File: config.mk
export PLATFORM = sky130hd
export DESIGN_NAME = sorted_list_table_core
export DESIGN_NICKNAME = d
export VERILOG_FILES = /design/src/sv/slt_pkg.sv /design/src/sv/sorted_list_table_core.sv /design/src/sv/slt_cmp.sv
export SDC_FILE = /design/constraint.sdc
export NUM_CORES = 1
export LEC_CHECK = 0
export BUFFER_PORTS_ARGS = -buffer_cell sky130_fd_sc_hd__buf_2
export CAP_MARGIN = 15
export CELL_PAD_IN_SITES_DETAIL_PLACEMENT = 0
export CELL_PAD_IN_SITES_GLOBAL_PLACEMENT = 1
export CORE_MARGIN = 1.5
export CORE_UTILIZATION = 47
export DETAILED_ROUTE_END_ITERATION = 6
export PLACE_DENSITY_LB_ADDON = 0.15
export SYNTH_ARGS = -nofsm -noshare
export SYNTH_HDL_FRONTEND = slang
export SYNTH_HIERARCHICAL = 1
export SYNTH_SLANG_ARGS = --single-unit
File: constraint.sdc
create_clock -name clk -period 4.85 [get_ports clk]
set_input_delay 0.2425 -clock clk [delete_from_list [all_inputs] [get_ports clk]]
set_output_delay 0.2425 -clock clk [all_outputs]
set_load 0.01 [all_outputs]
File: src/sv/slt_pkg.sv
// Shared types and constants for the sorted list table.
package slt_pkg;

  localparam int DataW = 32;
  localparam int InTdataW = 40;
  localparam int OutTdataW = 40;
  localparam int CountOutW = 5;

  typedef enum logic [1:0] {
    OP_INSERT = 2'd0,
    OP_SEARCH = 2'd1,
    OP_DELETE = 2'd2,
    OP_POP    = 2'd3
  } opcode_t;

  typedef enum logic [1:0] {
    ST_OK        = 2'd0,
    ST_NOT_FOUND = 2'd1,
    ST_FULL      = 2'd2,
    ST_EMPTY     = 2'd3
  } status_t;

  typedef enum logic [3:0] {
    S_IDLE,
    S_INS_RD,
    S_INS_EV,
    S_INS_PUT,
    S_SRCH_RD,
    S_SRCH_EV,
    S_POP_EV,
    S_SHD,
    S_SHD_EV,
    S_DONE
  } state_t;

  typedef struct packed {
    logic lt;
    logic eq;
  } cmp_res_t;

endpackage

File: src/sv/sorted_list_table_core.sv
// Top level: entry memory and sequencer of the sorted list table.
// Insert compares entries from the tail, moving each larger-or-equal one up; search and delete
// scan from the head, and a delete that finds its key shifts the later entries down; pop reads
// the head and shifts the rest down; full/empty cases go straight to the result; a held output register stalls.
// Throughput: one item at a time; the next item is accepted while a result waits.
// Synchronous reset empties the list; the entry memory is not cleared.
module sorted_list_table_core
  import slt_pkg::*;
#(
  parameter int CAPACITY = 16
) (
  input  logic                 clk,
  input  logic                 rst,
  input  logic                 s_tvalid,
  output logic                 s_tready,
  input  logic [InTdataW-1:0]  s_tdata,   // opcode[1:0], key_value[33:2], zero pad
  output logic                 m_tvalid,
  input  logic                 m_tready,
  output logic [OutTdataW-1:0] m_tdata    // status[1:0], popped_value[33:2],
                                          // entry_count[38:34], zero pad
);

  localparam int AW = (CAPACITY > 1) ? $clog2(CAPACITY) : 1;
  localparam int IW = $clog2(CAPACITY + 1);
  localparam logic [IW-1:0] CapCount = IW'(CAPACITY);

  state_t                 state, state_next;
  opcode_t                op, op_next;
  logic [DataW-1:0]       key, key_next;
  logic [IW-1:0]          idx, idx_next;
  logic [IW-1:0]          count, count_next;
  status_t                res_status, res_status_next;
  logic [DataW-1:0]       res_popped, res_popped_next;
  logic                   out_valid, out_valid_next;
  logic [OutTdataW-1:0]   out_data, out_data_next;

  logic [DataW-1:0]       mem [CAPACITY];
  logic [DataW-1:0]       rdata;
  logic                   we;
  logic [AW-1:0]          waddr, raddr;
  logic [DataW-1:0]       wdata;

  cmp_res_t               cmp;
  logic [IW-1:0]          idx_p1, idx_m1;
  logic [31:0]            cnt_ext;
  opcode_t                in_op;
  logic [DataW-1:0]       in_key;

  assign in_op  = opcode_t'(s_tdata[1:0]);
  assign in_key = s_tdata[DataW+1:2];
  assign idx_p1 = idx + IW'(1);
  assign idx_m1 = idx - IW'(1);
  assign cnt_ext = 32'(count);

  slt_cmp u_cmp (
    .a   (rdata),
    .b   (key),
    .res (cmp)
  );

  always_ff @(posedge clk) begin
    if (we) begin
      mem[waddr] <= wdata;
    end
    rdata <= mem[raddr];
  end

  always_ff @(posedge clk) begin
    if (rst) begin
      state     <= S_IDLE;
      count     <= '0;
      out_valid <= 1'b0;
    end else begin
      state     <= state_next;
      count     <= count_next;
      out_valid <= out_valid_next;
    end
    op         <= op_next;
    key        <= key_next;
    idx        <= idx_next;
    res_status <= res_status_next;
    res_popped <= res_popped_next;
    out_data   <= out_data_next;
  end

  always_comb begin
    state_next      = state;
    op_next         = op;
    key_next        = key;
    idx_next        = idx;
    count_next      = count;
    res_status_next = res_status;
    res_popped_next = res_popped;
    out_valid_next  = out_valid && !m_tready;
    out_data_next   = out_data;
    we              = 1'b0;
    waddr           = idx[AW-1:0];
    wdata           = key;
    raddr           = '0;

    case (state)
      S_IDLE: begin
        if (s_tvalid) begin
          op_next         = in_op;
          key_next        = in_key;
          res_status_next = ST_OK;
          res_popped_next = '0;
          idx_next        = '0;
          case (in_op)
            OP_INSERT: begin
              if (count == CapCount) begin
                res_status_next = ST_FULL;
                state_next      = S_DONE;
              end else begin
                idx_next   = count;
                state_next = (count == '0) ? S_INS_PUT : S_INS_RD;
              end
            end
            OP_SEARCH, OP_DELETE: begin
              if (count == '0) begin
                res_status_next = ST_NOT_FOUND;
                state_next      = S_DONE;
              end else begin
                state_next = S_SRCH_RD;
              end
            end
            OP_POP: begin
              // address 0 is read this cycle, so the head is ready next cycle
              if (count == '0) begin
                res_status_next = ST_EMPTY;
                state_next      = S_DONE;
              end else begin
                state_next = S_POP_EV;
              end
            end
            default: state_next = S_IDLE;
          endcase
        end
      end
      S_INS_RD: begin
        raddr      = idx_m1[AW-1:0];
        state_next = S_INS_EV;
      end
      S_INS_EV: begin
        if (cmp.lt) begin
          state_next = S_INS_PUT;
        end else begin
          // move the larger-or-equal entry up one place
          we         = 1'b1;
          wdata      = rdata;
          idx_next   = idx_m1;
          state_next = (idx == IW'(1)) ? S_INS_PUT : S_INS_RD;
        end
      end
      S_INS_PUT: begin
        we         = 1'b1;
        count_next = count + IW'(1);
        state_next = S_DONE;
      end
      S_SRCH_RD: begin
        raddr      = idx[AW-1:0];
        state_next = S_SRCH_EV;
      end
      S_SRCH_EV: begin
        if (cmp.eq) begin
          state_next = (op == OP_DELETE) ? S_SHD : S_DONE;
        end else if (idx_p1 == count) begin
          res_status_next = ST_NOT_FOUND;
          state_next      = S_DONE;
        end else begin
          idx_next   = idx_p1;
          state_next = S_SRCH_RD;
        end
      end
      S_POP_EV: begin
        res_popped_next = rdata;
        state_next      = S_SHD;
      end
      S_SHD: begin
        if (idx_p1 >= count) begin
          count_next = count - IW'(1);
          state_next = S_DONE;
        end else begin
          raddr      = idx_p1[AW-1:0];
          state_next = S_SHD_EV;
        end
      end
      S_SHD_EV: begin
        we         = 1'b1;
        wdata      = rdata;
        idx_next   = idx_p1;
        state_next = S_SHD;
      end
      S_DONE: begin
        if (!out_valid || m_tready) begin
          out_valid_next = 1'b1;
          out_data_next  = {1'b0, cnt_ext[CountOutW-1:0], res_popped, res_status};
          state_next     = S_IDLE;
        end
      end
      default: state_next = S_IDLE;
    endcase
  end

  assign s_tready = (state == S_IDLE);
  assign m_tvalid = out_valid;
  assign m_tdata  = out_data;

endmodule

File: src/sv/slt_cmp.sv
// Shared signed comparator used by the insert and search/delete scan steps.
module slt_cmp
  import slt_pkg::*;
(
  input  logic [DataW-1:0] a,
  input  logic [DataW-1:0] b,
  output cmp_res_t         res
);

  assign res.lt = $signed(a) < $signed(b);
  assign res.eq = (a == b);

endmodule

==> results of run 1 <==
## layout make-up
class	instances	area share, %
Sequential cell	666	62.1
Inverter	48	0.571
Clock inverter	29	0.726
Clock buffer	95	6.08
Timing Repair Buffer	161	4.61
Tap cell	765	3.04
Multi-Input combinational cell	1128	22.9
## cell usage after synthesis (34+ instances only)
master                     number
sky130_fd_sc_hd__a211oi_1      35
sky130_fd_sc_hd__a21oi_1      188
sky130_fd_sc_hd__a311oi_1      34
sky130_fd_sc_hd__and2_1        35
sky130_fd_sc_hd__buf_2         60
sky130_fd_sc_hd__clkbuf_1      62
sky130_fd_sc_hd__dfxtp_1       42
sky130_fd_sc_hd__edfxtp_1     624
sky130_fd_sc_hd__ha_1          47
sky130_fd_sc_hd__inv_1         48
sky130_fd_sc_hd__nand2_1      126
sky130_fd_sc_hd__nand3_1      105
sky130_fd_sc_hd__nor2_1        47
sky130_fd_sc_hd__nor3_1        77
sky130_fd_sc_hd__o211ai_1      35
sky130_fd_sc_hd__o21ai_0      136
## stage by stage
stage | worst slack (ns) | area [um2]
floorplan | 0.206 | 27500
CTS | 0.638 | 31500
global route | 0.388 | 31500
global placement | 0.648 | 29000
finish | 0.666 | 31500
detailed placement | 0.627 | 29000
## placed cells by master (no fill, tap or decap), types with 7 or more instances in the layout
master                          instances
sky130_fd_sc_hd__a211o_1               33
sky130_fd_sc_hd__a211oi_1              35
sky130_fd_sc_hd__a21oi_1              188
sky130_fd_sc_hd__a22o_1                32
sky130_fd_sc_hd__a311oi_1              34
sky130_fd_sc_hd__a32oi_1               32
sky130_fd_sc_hd__and2_1                34
sky130_fd_sc_hd__and3_1                33
sky130_fd_sc_hd__buf_12                28
sky130_fd_sc_hd__buf_2                 78
sky130_fd_sc_hd__buf_4                 19
sky130_fd_sc_hd__clkbuf_1              18
sky130_fd_sc_hd__clkbuf_16             70
sky130_fd_sc_hd__clkbuf_8               7
sky130_fd_sc_hd__clkinv_1               7
sky130_fd_sc_hd__clkinv_2              13
sky130_fd_sc_hd__dfxtp_1               42
sky130_fd_sc_hd__dlygate4sd3_1         36
sky130_fd_sc_hd__edfxtp_1             624
sky130_fd_sc_hd__ha_1                  47
sky130_fd_sc_hd__inv_1                 48
sky130_fd_sc_hd__mux2_2                33
sky130_fd_sc_hd__nand2_1              124
sky130_fd_sc_hd__nand3_1              105
sky130_fd_sc_hd__nand4_1                7
sky130_fd_sc_hd__nor2_1                36
sky130_fd_sc_hd__nor2_4                14
sky130_fd_sc_hd__nor2b_1                7
sky130_fd_sc_hd__nor3_1                72
sky130_fd_sc_hd__o211ai_1              35
sky130_fd_sc_hd__o21ai_0              136
sky130_fd_sc_hd__o21ai_1               10
## final timing paths
kind / start / end / slack, ns
setup / recovery: idx[0]$_DFFE_PP_ / rdata[11]$_DFF_P_ / 0.67
hold / removal: s_tvalid / state[2]$_SDFFE_PP0P_ / 0.14
setup reg to reg: idx[0]$_DFFE_PP_ / rdata[11]$_DFF_P_ / 0.67
hold reg to reg: res_popped[22]$_SDFFCE_PN0P_ / m_tdata[24]$_DFFE_PP_ / 0.42
## registers in the layout (all words and copies together) (netlist names), 2 cells and up
signal,flops
count,5
idx,5
key,32
m_tdata,39
mem,512
op,2
rdata,32
res_popped,32
res_status,2
state,4
## critical path, delay by kind of cell, from the launching register on
kind | cells | cell delay [ns]
buffers and inverters | 3 | 0.77
adders and majority gates | 2 | 0.82
and+or+nand+nor | 1 | 0.11
AOI/OAI and AO/OA | 4 | 1.68
DFF | 1 | 0.61
## cell families (layout without fill, tap and decap cells)
group | after synthesis | count (layout)
DFF | 666 | 666
buffers and inverters | 199 | 333
other | 1 | 1
adders and majority gates | 48 | 48
AOI/OAI and AO/OA | 573 | 573
muxes | 33 | 33
and+or+nand+nor | 464 | 464
xor gates and xnor gates | 9 | 9
## what timing repair did
action / CTS / global route
endpoints found under the hold margin: 44 / 0
resized for setup: 0 / 0
hold buffers: 36 / 0
## power by group
group / internal, W / switching, W / total (W)
combinational: 0.00202 / 0.00430 / 0.00632
clock: 0.00289 / 0.00216 / 0.00504
sequential: 0.00784 / 0.000551 / 0.00839
total: 0.0127 / 0.00701 / 0.0197
## metal layers
layer / part of all wire, % / vias to the layer above
li1: - / 7871
met1: 44 / 8672
met2: 47 / 639
met3: 6.8 / 89
met4: 1.9 / 0
met5: 0 / -
==> tab_implementation.tex, run 1 <==
\begin{tabular}{lr}
\hline
Metric & Value \\
\hline
\multicolumn{2}{l}{\textbf{Run status}} \\
Run status & finished clean \\
\multicolumn{2}{l}{\textbf{Critical path}} \\
Critical path data arrival time & 4.64 ns \\
Crit Path Class & flop to flop \\
Crit start category & flop \\
Worst Reg2Reg Path Length in Cells & 10 \\
Critical Path RT & between 5 and 6 ns \\
Max stage delay cell, worst path & sky130\_fd\_sc\_hd\_\_edfxtp\_1 \\
Critical Path, Cell by Cell & inv\_1 > ha\_1 > ha\_1 > a2111oi\_4 > o211ai\_1 > o21ai\_4 > buf\_4 > nand2\_1 > buf\_4 > o211ai\_1 \\
Critical path peak fanout & 23 \\
CP max stage delay & between 0.6 and 0.7 ns \\
Worst Setup End Kind & flop \\
\multicolumn{2}{l}{\textbf{Floorplanning}} \\
Initial Util & 47.6\% \\
Die footprint & 0.0600 mm2 \\
Number of rows in the core area & 88 \\
Die outline height & 245 um \\
Die boundary width & 245 um \\
Area of the placeable core & 0.0578 mm2 \\
IO Count & between 80 and 90 \\
\multicolumn{2}{l}{\textbf{Cells and area}} \\
Diode insertion count for antenna repair & 0 \\
Count of fill cells added during filler insertion & about 4700 \\
Total Nets Final & between 2000 and 2500 \\
Non-filler instance count after layout & 2892 \\
Area taken by flip-flops and latches & 0.0196 mm2 \\
Fraction of final layout cells with drive strength greater than 1 & 13.9\% \\
Signed area change from the synthesized netlist to the final layout & 14.6\% \\
Multi-input gate area in the final layout & 0.00721 mm2 \\
Utilization of the core after routing & 54.5\% \\
\multicolumn{2}{l}{\textbf{Yosys}} \\
Yosys warning total & 6 \\
Post-Synthesis Cells & 1993 \\
Post-synth EDFFs & $\sim$620 \\
Summed instance area of the synthesized netlist & roughly 0.028 mm2 \\
Share of async-settable or async-resettable flops after synthesis & 0\% \\
Post-synthesis share of cell area spent on full adders, half adders and majority gates & 2.21\% \\
Synthesis-stage register bit count & around 670 \\
Area share of the largest cell type after synthesis & 68.1\% \\
Sequential cell area fraction in the yosys report & 71.2\% \\
Share of the synthesized area in compound gates (AO/OA/AOI/OAI) & 13.4\% \\
Main combinational cell family by area after synthesis & compound AO/OA/AOI/OAI gates \\
Ranking of synthesized cells by area & sky130\_fd\_sc\_hd\_\_edfxtp\_1 (68\%), sky130\_fd\_sc\_hd\_\_a21oi\_1 (3.4\%), sky130\_fd\_sc\_hd\_\_dfxtp\_1 (3.1\%), sky130\_fd\_sc\_hd\_\_o21ai\_0 (2.5\%), sky130\_fd\_sc\_hd\_\_ha\_1 (2.1\%) \\
Post-Synthesis Net Count & between 2000 and 2500 \\
Mean Syn Cell Area & approximately 14 um2 \\
Cell type with the largest total area after synthesis & sky130\_fd\_sc\_hd\_\_edfxtp\_1 \\
Simple-Gate Fraction of Synth Area & under 10\% \\
Main synth FF type & sky130\_fd\_sc\_hd\_\_edfxtp\_1 \\
Post-synthesis mux area share & under 10\% \\
Distinct cell type count of the synthesized netlist & between 60 and 70 \\
Area share of xor/xnor cells in the synthesized design & 0.287\% \\
\multicolumn{2}{l}{\textbf{Global route}} \\
Number of antenna violations at the first check in global routing & 4 \\
Gr busiest metal & met2 \\
GR Layer Usage met2 & 38.8\% \\
Number of global-route vias before repair & 16584 \\
Overflow after GRT & 0 \\
GR Layer Usage met3 & 3.83\% \\
Maximum number of pins on one net before global-route repair & 161 \\
Global-route wire length before repair & 108000 um \\
Global Route met1 Usage & around a third \\
Overall routing resource usage & 24.3\% \\
\multicolumn{2}{l}{\textbf{Placed design}} \\
Placed instance count & 2732 \\
Post-DP HPWL & between 30000 and 40000 um \\
Number of I/O port buffers & 78 \\
Placer congestion estimate & 0.832 \\
\multicolumn{2}{l}{\textbf{Clocking}} \\
CTS buffer count & 69 \\
Clk sinks & approximately 670 \\
Maximum clock path buffer count & 3 \\
Number of H-tree levels & 3 \\
Later-pin clock latency in the skew report & about 0.61 ns \\
CTS tree & yes \\
Clock root cell & sky130\_fd\_sc\_hd\_\_clkbuf\_16 \\
Clock transition at the registers of the reported paths & 0.06 ns \\
Post-CTS setup-driven buffer insertion count & 0 \\
\multicolumn{2}{l}{\textbf{STA}} \\
Number of setup violations in the final report & 0 \\
Actual transition at the worst max-transition pin & 1.04 ns \\
Unrepaired setup endpoints after global routing & false \\
Hold\_ws & around 0.14 ns \\
Sum of negative setup slack & 0 ns \\
Max frequency & 239 MHz \\
Post-route clock period utilization & approximately 86\% \\
Hold violation total from the final report & 0 \\
Max-slew headroom at the worst pin & 30.6\% \\
Post-route minimum period & approximately 4.2 ns \\
Maximum clock skew at final layout & roughly 0.030 ns \\
Slew Limit Fails & 0 \\
\multicolumn{2}{l}{\textbf{Drt}} \\
Post-detailed-route count of antenna-violating nets & 0 \\
DRC violation total after the first TritonRoute iteration & 1570 \\
Via-per-instance ratio & 5.97 \\
1st-pass router iterations & 5 \\
DRC & 0 \\
Final routed wire length divided by cell count & about 25 um \\
Post-detailed-routing wire length & 72600 um \\
Via total after detailed routing & 17271 \\
\multicolumn{2}{l}{\textbf{Job}} \\
Max-cap violations & 0 \\
\multicolumn{2}{l}{\textbf{Min path}} \\
HP Class & primary input to flop \\
Hold path depth & 4 \\
\multicolumn{2}{l}{\textbf{Pwr}} \\
Max IR drop VDD & 0.501 mV \\
Tot Pwr & roughly 0.020 W \\
Power per cell area & roughly 630 mW/mm2 \\
Leakage power summed over all cells & 10.7 nW \\
\hline
\end{tabular}
(Power assumes the default switching activity.)
==> inputs of run 2 (changes only) <==
--- a/config.mk
+++ b/config.mk
@@ -12,7 +12,7 @@
 export CORE_MARGIN = 1.5
 export CORE_UTILIZATION = 47
 export DETAILED_ROUTE_END_ITERATION = 6
-export PLACE_DENSITY_LB_ADDON = 0.15
+export PLACE_DENSITY = 0.76
 export SYNTH_ARGS = -nofsm -noshare
 export SYNTH_HDL_FRONTEND = slang
 export SYNTH_HIERARCHICAL = 1
==> run 2 against run 1 <==
Against the previous run:
- first-iteration DRC count grew 22%
- clock power down 4%
- hold slack worse by 0.015 ns
- setup slack got worse by 0.016 ns
- cell area is 0.16% lower
- global-route usage down 0.84 points
- combinational power grew 1%
- fmax is 0.38% lower
- sequential share of layout area rose by 0.10 points
- cell count rose by 0.31%
- register-to-register slack got worse by 0.02 ns
- core utilization fell by 0.089 points
- largest power group unchanged
==> tab_implementation.tex, run 2 (synthesis gave the netlist of run 1 again) <==
\begin{tabular}{lr}
\hline
Metric & Value \\
\hline
\multicolumn{2}{l}{\textbf{Run status}} \\
Run status & finished clean \\
\multicolumn{2}{l}{\textbf{STA}} \\
Unrepaired setup endpoints after global routing & false \\
Slew Limit Fails & 0 (unchanged) \\
Number of setup violations in the final report & 0 (unchanged) \\
Post-route clock period utilization & 86.6\% (+0.33 points) \\
Hold violation total from the final report & 0 (unchanged) \\
Sum of negative setup slack & 0 ns (unchanged) \\
Maximum clock skew at final layout & 0.0258 ns (-0.00372 ns) \\
Max frequency & 238 MHz (-0.38\%) \\
Post-route minimum period & 4.20 ns (+0.0161 ns) \\
Actual transition at the worst max-transition pin & 1.00 ns (-0.0351 ns) \\
Max-slew headroom at the worst pin & 33.1\% (+2.5 points) \\
\multicolumn{2}{l}{\textbf{Critical path}} \\
Critical Path RT & 5.33 ns (+0.02 ns) \\
Flop2flop setup slack & 0.65 ns (-0.02 ns) \\
Worst setup path startpoint & idx[0]\$\_DFFE\_PP\_ \\
Critical path buffers and inverters & 2 (-1) \\
Number of stages on the worst setup path & 12 (+2) \\
Critical path peak fanout & 36 (+57\%) \\
Critical path data arrival time & 4.68 ns (+0.04 ns) \\
Delay-heaviest family, CP & compound AO/OA/AOI/OAI gates \\
Critical Path, Cell by Cell & ha\_1 > xor2\_1 > ha\_1 > o21a\_1 > o21ai\_1 > o21ai\_1 > nand2\_4 > buf\_12 > buf\_4 > a21oi\_1 > a22o\_1 > o211ai\_1 \\
Worst Reg2Reg Path Length in Cells & 12 (+2) \\
Worst Setup End Kind & flop \\
Crit Path Class & flop to flop \\
Max stage delay cell, worst path & sky130\_fd\_sc\_hd\_\_o21ai\_1 \\
CP max stage delay & 0.68 ns (+0.07 ns) \\
R2r startpoint & idx[0]\$\_DFFE\_PP\_ \\
Crit start category & flop \\
Destination of the worst register-to-register timing path & rdata[13]\$\_DFF\_P\_ \\
Endpoint of the most critical setup path & rdata[13]\$\_DFF\_P\_ \\
\multicolumn{2}{l}{\textbf{Global route}} \\
Number of global-route vias before repair & 16953 (+2.2\%) \\
Overflow after GRT & 0 (unchanged) \\
Overall routing resource usage & 23.5\% (-0.84 points) \\
Maximum number of pins on one net before global-route repair & 161 (unchanged) \\
Global-route wire length before repair & 106000 um (-2.0\%) \\
Number of antenna violations at the first check in global routing & 1 (-3) \\
\multicolumn{2}{l}{\textbf{Floorplanning}} \\
Number of rows in the core area & 88 (unchanged) \\
Initial Util & 47.6\% (unchanged) \\
Die boundary width & 245 um (unchanged) \\
IO Count & 86 (unchanged) \\
Die footprint & 0.0600 mm2 (unchanged) \\
Die outline height & 245 um (unchanged) \\
Area of the placeable core & 0.0578 mm2 (unchanged) \\
\multicolumn{2}{l}{\textbf{Cells and area}} \\
Register name with the most flops & mem \\
Signed area change from the synthesized netlist to the final layout & 14.4\% \\
Commonest non-fill, non-tap cells in the layout & sky130\_fd\_sc\_hd\_\_edfxtp\_1 (624), sky130\_fd\_sc\_hd\_\_a21oi\_1 (188), sky130\_fd\_sc\_hd\_\_o21ai\_0 (136) \\
Total Nets Final & 2176 (+0.46\%) \\
Commonest non-fill, non-tap cell in the layout & sky130\_fd\_sc\_hd\_\_edfxtp\_1 \\
Post-route design area & 0.0315 mm2 (-0.16\%) \\
Max reg flops & 512 (unchanged) \\
Fraction of final layout cells with drive strength greater than 1 & 13.8\% (-0.15 points) \\
Diode insertion count for antenna repair & 0 (unchanged) \\
\multicolumn{2}{l}{\textbf{Clocking}} \\
Clock transition at the registers of the reported paths & 0.06 ns (about the same) \\
Post-CTS resize count & 0 (unchanged) \\
Maximum clock path buffer count & 3 (unchanged) \\
CTS buffer count & 69 (unchanged) \\
Number of H-tree levels & 3 (unchanged) \\
Clk sinks & 666 (unchanged) \\
Clock root cell & sky130\_fd\_sc\_hd\_\_clkbuf\_16 \\
Later-pin clock latency in the skew report & 0.59 ns (-0.02 ns) \\
CTS tree & yes \\
\multicolumn{2}{l}{\textbf{Min path}} \\
Hold path depth & 4 (unchanged) \\
HP Class & primary input to flop \\
\multicolumn{2}{l}{\textbf{Pwr}} \\
Leakage power summed over all cells & 10.7 nW (about the same) \\
Power per cell area & 623 mW/mm2 (-0.59\%) \\
Max IR drop VDD & 0.408 mV (-19\%) \\
\multicolumn{2}{l}{\textbf{Drt}} \\
1st-pass router iterations & 6 (+1) \\
Via total after detailed routing & 17683 (+2.4\%) \\
Via-per-instance ratio & 6.10 (+2.1\%) \\
Post-detailed-route count of antenna-violating nets & 0 (unchanged) \\
DRC violation total after the first TritonRoute iteration & 1908 (+22\%) \\
Final routed wire length divided by cell count & 24.3 um (-3.3\%) \\
Post-detailed-routing wire length & 70500 um (-3.0\%) \\
DRC & 0 (unchanged) \\
\multicolumn{2}{l}{\textbf{Placed design}} \\
Cell area reported after detailed placement & 0.0290 mm2 (about the same) \\
Number of I/O port buffers & 78 (unchanged) \\
Placer congestion estimate & 0.870 (+4.5\%) \\
Post-DP HPWL & 38900 um (+1.0\%) \\
\multicolumn{2}{l}{\textbf{Job}} \\
Max-cap violations & 0 (unchanged) \\
\hline
\end{tabular}
-- run 2: where the power goes --
group / internal [W] / leakage (nW) / switching [W]
combinational: 0.00206 / 3.66 / 0.00435
clock: 0.00279 / 1.00 / 0.00206
sequential: 0.00784 / 6.02 / 0.000504
-- run 2: cell type report --
cell class              count  area (um2)
well taps                 765         957
fillers                  4637       26300
multi-input cells        1128        7200
repair buffers            171        1500
inverters                  48         180
flip-flops and latches    666       19600
clock inverters            20        97.6
clock buffers             103        1960
-- run 2: what timing repair did --
item | in CTS | in global routing
buffers inserted | 0 | 0
endpoints found under the hold margin | 44 | 0
hold buffers | 36 | 0
-- run 2: per-stage QoR --
step | total power (W) | instances | hold slack, ns | worst slack [ns] | util, %
after floorplan | 0.0124 | 1993 | 0.341 | 0.206 | -
after global placement | 0.0145 | 2741 | 0.400 | 0.873 | 50.2
after detailed placement | 0.0147 | 2741 | 0.405 | 0.777 | 50.2
after CTS | 0.0196 | 2900 | 0.101 | 0.773 | 54.4
after global routing | 0.0205 | 2901 | 0.138 | 0.475 | 54.5
final | 0.0196 | 2901 | 0.128 | 0.650 | 54.5
-- run 2: worst min-delay path by stage --
stage	start	end	slack, ns
global route	s_tvalid	state[2]$_SDFFE_PP0P_	0.14
global placement	res_popped[11]$_SDFFCE_PN0P_	m_tdata[13]$_DFFE_PP_	0.40
CTS	s_tvalid	state[2]$_SDFFE_PP0P_	0.10
floorplan	s_tdata[2]	key[0]$_DFFE_PP_	0.34
finish	s_tvalid	state[2]$_SDFFE_PP0P_	0.13
detailed placement	res_popped[24]$_SDFFCE_PN0P_	m_tdata[26]$_DFFE_PP_	0.41
-- run 2: routing by layer --
| metal | share of wire [%] | vias to the layer above | track usage [%] |
|---|---|---|---|
| met1 | 43 | 8871 | 33.9 |
| met5 | 0 | - | 0 |
| met3 | 7.9 | 103 | 2.98 |
| met2 | 47 | 810 | 37.3 |
| li1 | - | 7899 | - |
| met4 | 2.1 | 0 | 7.12 |
-- run 2: tightest hold or removal path, stage by stage --
cell                       delay (ns)
sky130_fd_sc_hd__buf_2           0.10
sky130_fd_sc_hd__nor2_1          0.07
sky130_fd_sc_hd__mux2_2          0.19
sky130_fd_sc_hd__a211oi_1        0.05
==> inputs of run 3 (changes only) <==
--- a/config.mk
+++ b/config.mk
@@ -5,14 +5,17 @@
 export SDC_FILE = /design/constraint.sdc
 export NUM_CORES = 1
 export LEC_CHECK = 0
+export ABC_AREA = 1
 export BUFFER_PORTS_ARGS = -buffer_cell sky130_fd_sc_hd__buf_2
 export CAP_MARGIN = 15
 export CELL_PAD_IN_SITES_DETAIL_PLACEMENT = 0
 export CELL_PAD_IN_SITES_GLOBAL_PLACEMENT = 1
 export CORE_MARGIN = 1.5
-export CORE_UTILIZATION = 47
+export CORE_UTILIZATION = 45
+export CTS_CLUSTER_DIAMETER = 100
 export DETAILED_ROUTE_END_ITERATION = 6
-export PLACE_DENSITY = 0.76
+export GPL_TIMING_DRIVEN = 0
+export PLACE_DENSITY = 0.75
 export SYNTH_ARGS = -nofsm -noshare
 export SYNTH_HDL_FRONTEND = slang
 export SYNTH_HIERARCHICAL = 1
==> run 3 against run 2 <==
Against the previous run:
- combinational power increased by 27%
- cell count rose by 32%
- sequential share of layout area decreased by 5.1 points
- core utilization shrank 0.44 points
- via count up 17%
- first-iteration DRC count grew 24%
- wire length grew 25%
- synthesized cell count increased by 36%
- critical path type unchanged
- critical endpoint is now rdata[27]$_DFF_P_
==> tab_implementation.tex, run 3 <==
\begin{tabular}{lr}
\hline
Metric & Value \\
\hline
\multicolumn{2}{l}{\textbf{Pwr}} \\
Switching component of the power & 0.00873 W (+26\%) \\
Power per cell area & 653 mW/mm2 (+5.0\%) \\
Net switching fraction of the power & 39.0\% (+3.7 points) \\
Tot Pwr & 0.0224 W (+14\%) \\
Fraction of power consumed by the clock network & 26.4\% (+1.7 points) \\
Comb power frac & 36.5\% (+3.8 points) \\
Max IR drop VDD & 0.301 mV (-26\%) \\
Sequential group share of total power & 37.1\% (-5.5 points) \\
Cell Int Power & 0.0137 W (+7.6\%) \\
Leakage power summed over all cells & 14.3 nW (+34\%) \\
\multicolumn{2}{l}{\textbf{Cells and area}} \\
Commonest non-fill, non-tap cell in the layout & sky130\_fd\_sc\_hd\_\_edfxtp\_1 \\
Multi-input gate area in the final layout & 0.00730 mm2 (+1.3\%) \\
Area taken by flip-flops and latches & 0.0196 mm2 (unchanged) \\
Count of fill cells added during filler insertion & 5395 (+16\%) \\
Utilization of the core after routing & 54.0\% (-0.44 points) \\
Diode insertion count for antenna repair & 0 (unchanged) \\
Fraction of final layout cells with drive strength greater than 1 & 13.7\% (-0.079 points) \\
Total Nets Final & 3031 (+39\%) \\
Signed area change from the synthesized netlist to the final layout & 18.0\% \\
Commonest non-fill, non-tap cells in the layout & sky130\_fd\_sc\_hd\_\_edfxtp\_1 (624), sky130\_fd\_sc\_hd\_\_nand3\_1 (589), sky130\_fd\_sc\_hd\_\_nand2\_1 (566) \\
Max reg flops & 512 (unchanged) \\
Post-route design area & 0.0343 mm2 (+8.8\%) \\
Register name with the most flops & mem \\
\multicolumn{2}{l}{\textbf{Global route}} \\
GR Layer Usage met3 & 4.01\% (+1.0 points) \\
Global Route met1 Usage & 36.5\% (+2.6 points) \\
Number of global-route vias before repair & 20180 (+19\%) \\
Gr busiest metal & met2 \\
GR Layer Usage met2 & 43.3\% (+6.0 points) \\
Global-route wire length before repair & 130000 um (+23\%) \\
Number of antenna violations at the first check in global routing & 6 (+5) \\
Overall routing resource usage & 26.8\% (+3.3 points) \\
Overflow after GRT & 0 (unchanged) \\
Maximum number of pins on one net before global-route repair & 23 (-86\%) \\
\multicolumn{2}{l}{\textbf{Clocking}} \\
CTS buffer count & 72 (+4.3\%) \\
Clock transition at the registers of the reported paths & 0.06 ns (about the same) \\
Maximum clock path buffer count & 3 (unchanged) \\
Post-CTS setup-driven buffer insertion count & 0 (unchanged) \\
Post-CTS resize count & 0 (unchanged) \\
Number of H-tree levels & 3 (unchanged) \\
CTS tree & yes \\
Clock root cell & sky130\_fd\_sc\_hd\_\_clkbuf\_16 \\
Clk sinks & 666 (unchanged) \\
Later-pin clock latency in the skew report & 0.62 ns (+0.03 ns) \\
\multicolumn{2}{l}{\textbf{Placed design}} \\
Placer congestion estimate & 0.867 (-0.32\%) \\
Number of I/O port buffers & 77 (-1.3\%) \\
Worst setup slack after placement & 0.586 ns (-0.191 ns) \\
Cell area reported after detailed placement & 0.0314 mm2 (+8.0\%) \\
Post-DP HPWL & 61000 um (+57\%) \\
\multicolumn{2}{l}{\textbf{Critical path}} \\
Flop2flop setup slack & 0.46 ns (-0.19 ns) \\
Critical path peak fanout & 10 (-72\%) \\
Crit start category & flop \\
Worst Setup End Kind & flop \\
Cell repeated most along the worst path & sky130\_fd\_sc\_hd\_\_nand2\_1 \\
CP max stage delay & 0.87 ns (+0.19 ns) \\
Max stage delay cell, worst path & sky130\_fd\_sc\_hd\_\_clkbuf\_1 \\
Critical Path RT & 5.35 ns (+0.02 ns) \\
Critical path data arrival time & 4.89 ns (+0.21 ns) \\
Critical Path, Cell by Cell & ha\_1 > nand3\_1 > xor2\_1 > ha\_1 > nand2\_1 > nor2\_2 > nand2\_1 > nand2\_1 > inv\_1 > nand3\_1 > inv\_1 > nand2\_1 > nand2\_1 > inv\_2 > clkbuf\_1 > nand3\_1 > nand3\_1 > nand2\_1 \\
Crit Path Class & flop to flop \\
\multicolumn{2}{l}{\textbf{Drt}} \\
1st-pass router iterations & 6 (unchanged) \\
Post-detailed-route count of antenna-violating nets & 0 (unchanged) \\
Via total after detailed routing & 20729 (+17\%) \\
DRC & 0 (unchanged) \\
DRC violation total after the first TritonRoute iteration & 2373 (+24\%) \\
Post-detailed-routing wire length & 88000 um (+25\%) \\
Via-per-instance ratio & 5.40 (-11\%) \\
Final routed wire length divided by cell count & 22.9 um (-5.7\%) \\
\multicolumn{2}{l}{\textbf{Floorplanning}} \\
Initial Util & 45.8\% (-1.8 points) \\
IO Count & 86 (unchanged) \\
Number of rows in the core area & 92 (+4.5\%) \\
Die outline height & 257 um (+4.9\%) \\
Area of the placeable core & 0.0634 mm2 (+9.7\%) \\
Die footprint & 0.0661 mm2 (+10\%) \\
Die boundary width & 257 um (+4.9\%) \\
\multicolumn{2}{l}{\textbf{STA}} \\
Max frequency & 228 MHz (-4.3\%) \\
Hold violation total from the final report & 0 (unchanged) \\
Post-route minimum period & 4.39 ns (+0.189 ns) \\
Post-route clock period utilization & 90.5\% (+3.9 points) \\
Unrepaired setup endpoints after global routing & false \\
Number of setup violations in the final report & 0 (unchanged) \\
Max-slew headroom at the worst pin & 25.4\% (-7.7 points) \\
Slew Limit Fails & 0 (unchanged) \\
Maximum clock skew at final layout & 0.0202 ns (-0.00559 ns) \\
Post-route worst setup slack & 0.461 ns (-0.189 ns) \\
Actual transition at the worst max-transition pin & 1.12 ns (+0.116 ns) \\
\multicolumn{2}{l}{\textbf{Yosys}} \\
Main synth FF type & sky130\_fd\_sc\_hd\_\_edfxtp\_1 \\
Post-Synthesis Net Count & 2794 (+34\%) \\
Post-synthesis share of cell area spent on full adders, half adders and majority gates & 2.09\% (-0.12 points) \\
Simple-Gate Fraction of Synth Area & 20.5\% (+12 points) \\
Share of async-settable or async-resettable flops after synthesis & 0\% (unchanged) \\
Main combinational cell family by area after synthesis & simple AND/OR/NAND/NOR gates \\
List of most frequent post-synthesis cells & sky130\_fd\_sc\_hd\_\_edfxtp\_1 (624), sky130\_fd\_sc\_hd\_\_nand3\_1 (589), sky130\_fd\_sc\_hd\_\_nand2\_1 (566) \\
Yosys warning total & 6 (unchanged) \\
Summed instance area of the synthesized netlist & 0.0290 mm2 (+5.6\%) \\
Cell type with the largest total area after synthesis & sky130\_fd\_sc\_hd\_\_edfxtp\_1 \\
Post-synthesis mux area share & 0\% (-1.4 points) \\
Ranking of synthesized cells by area & sky130\_fd\_sc\_hd\_\_edfxtp\_1 (65\%), sky130\_fd\_sc\_hd\_\_nand3\_1 (10\%), sky130\_fd\_sc\_hd\_\_nand2\_1 (7.3\%), sky130\_fd\_sc\_hd\_\_inv\_1 (5.5\%), sky130\_fd\_sc\_hd\_\_dfxtp\_1 (2.9\%) \\
Area share of xor/xnor cells in the synthesized design & 0.241\% (-0.045 points) \\
Share of the synthesized area in compound gates (AO/OA/AOI/OAI) & 1.65\% (-12 points) \\
Mean Syn Cell Area & 10.7 um2 (-22\%) \\
Post-synth EDFFs & 624 (unchanged) \\
Distinct cell type count of the synthesized netlist & 39 (-41\%) \\
Post-Synthesis Cells & 2702 (+36\%) \\
Sequential cell area fraction in the yosys report & 67.4\% (-3.8 points) \\
Leading cell type by number of instances after synthesis & sky130\_fd\_sc\_hd\_\_edfxtp\_1 \\
Synthesis-stage register bit count & 666 (unchanged) \\
Area share of the largest cell type after synthesis & 64.5\% (-3.6 points) \\
\multicolumn{2}{l}{\textbf{Run status}} \\
Run status & finished clean \\
\multicolumn{2}{l}{\textbf{Job}} \\
Max-cap violations & 0 (unchanged) \\
\multicolumn{2}{l}{\textbf{Min path}} \\
HP Class & primary input to flop \\
\hline
\end{tabular}
[run 3: final timing paths]
check	start	endpoint	depth (start not counted)
max reg2reg	idx[0]$_DFFE_PP_	rdata[27]$_DFF_P_	18
min	rst	m_tvalid$_SDFF_PP0_	2
min reg2reg	res_popped[30]$_SDFFCE_PN0P_	m_tdata[32]$_DFFE_PP_	0
max	idx[0]$_DFFE_PP_	rdata[27]$_DFF_P_	18
[run 3: power groups by stage]
stage          logic, W  clock network [W]  registers [W]
6_report        0.00816            0.00591        0.00831
5_1_grt         0.00875            0.00618        0.00837
4_1_cts         0.00804            0.00597        0.00832
3_5_place_dp    0.00799                  0        0.00843
3_3_place_gp    0.00739                  0        0.00856
2_1_floorplan   0.00430                  0        0.00838
[run 3: layout make-up]
cell class                      count  area share, %
Inverter                          433           4.74
Tap cell                          846           3.09
Clock inverter                     29           1.24
Clock buffer                      102           6.22
Timing Repair Buffer              163           4.19
Buffer                            144           2.06
Sequential cell                   666           57.1
Multi-Input combinational cell   1459           21.3
[run 3: cell families after synthesis]
| family | count (synthesis) |
|---|---|
| AOI/OAI and AO/OA | 87 |
| xor gates and xnor gates | 8 |
| adders and majority gates | 48 |
| buffers and inverters | 577 |
| DFF | 666 |
| other | 1 |
| and+or+nand+nor | 1315 |
[run 3: per-layer routing]
metal | part of all wire (%) | wire, um
met1 | 41 | 35700
met2 | 47 | 41200
met3 | 8.9 | 7840
met4 | 3.6 | 3210
met5 | 0.036 | 32
[run 3: what timing repair did]
item	CTS	global route
endpoints found under the setup margin	0	0
endpoints found under the hold margin	35	0
hold buffers	35	0
[run 3: critical path: cells and delay by family, from the launching register on]
family,cells,cell delay [ns]
buf+inv,4,1.34
xor+xnor,1,0.22
fa+ha+maj,2,0.57
simple gates,11,1.61
flops,1,0.50
[run 3: stage by stage]
step / setup TNS (ns) / hold WS (ns) / cells
after floorplan: 0 / 0.341 / 2702
after global placement: -604.88 / 0.400 / 3625
after detailed placement: 0 / 0.405 / 3676
after CTS: 0 / 0.0490 / 3842
after global routing: 0 / 0.116 / 3842
final: 0 / 0.0653 / 3842
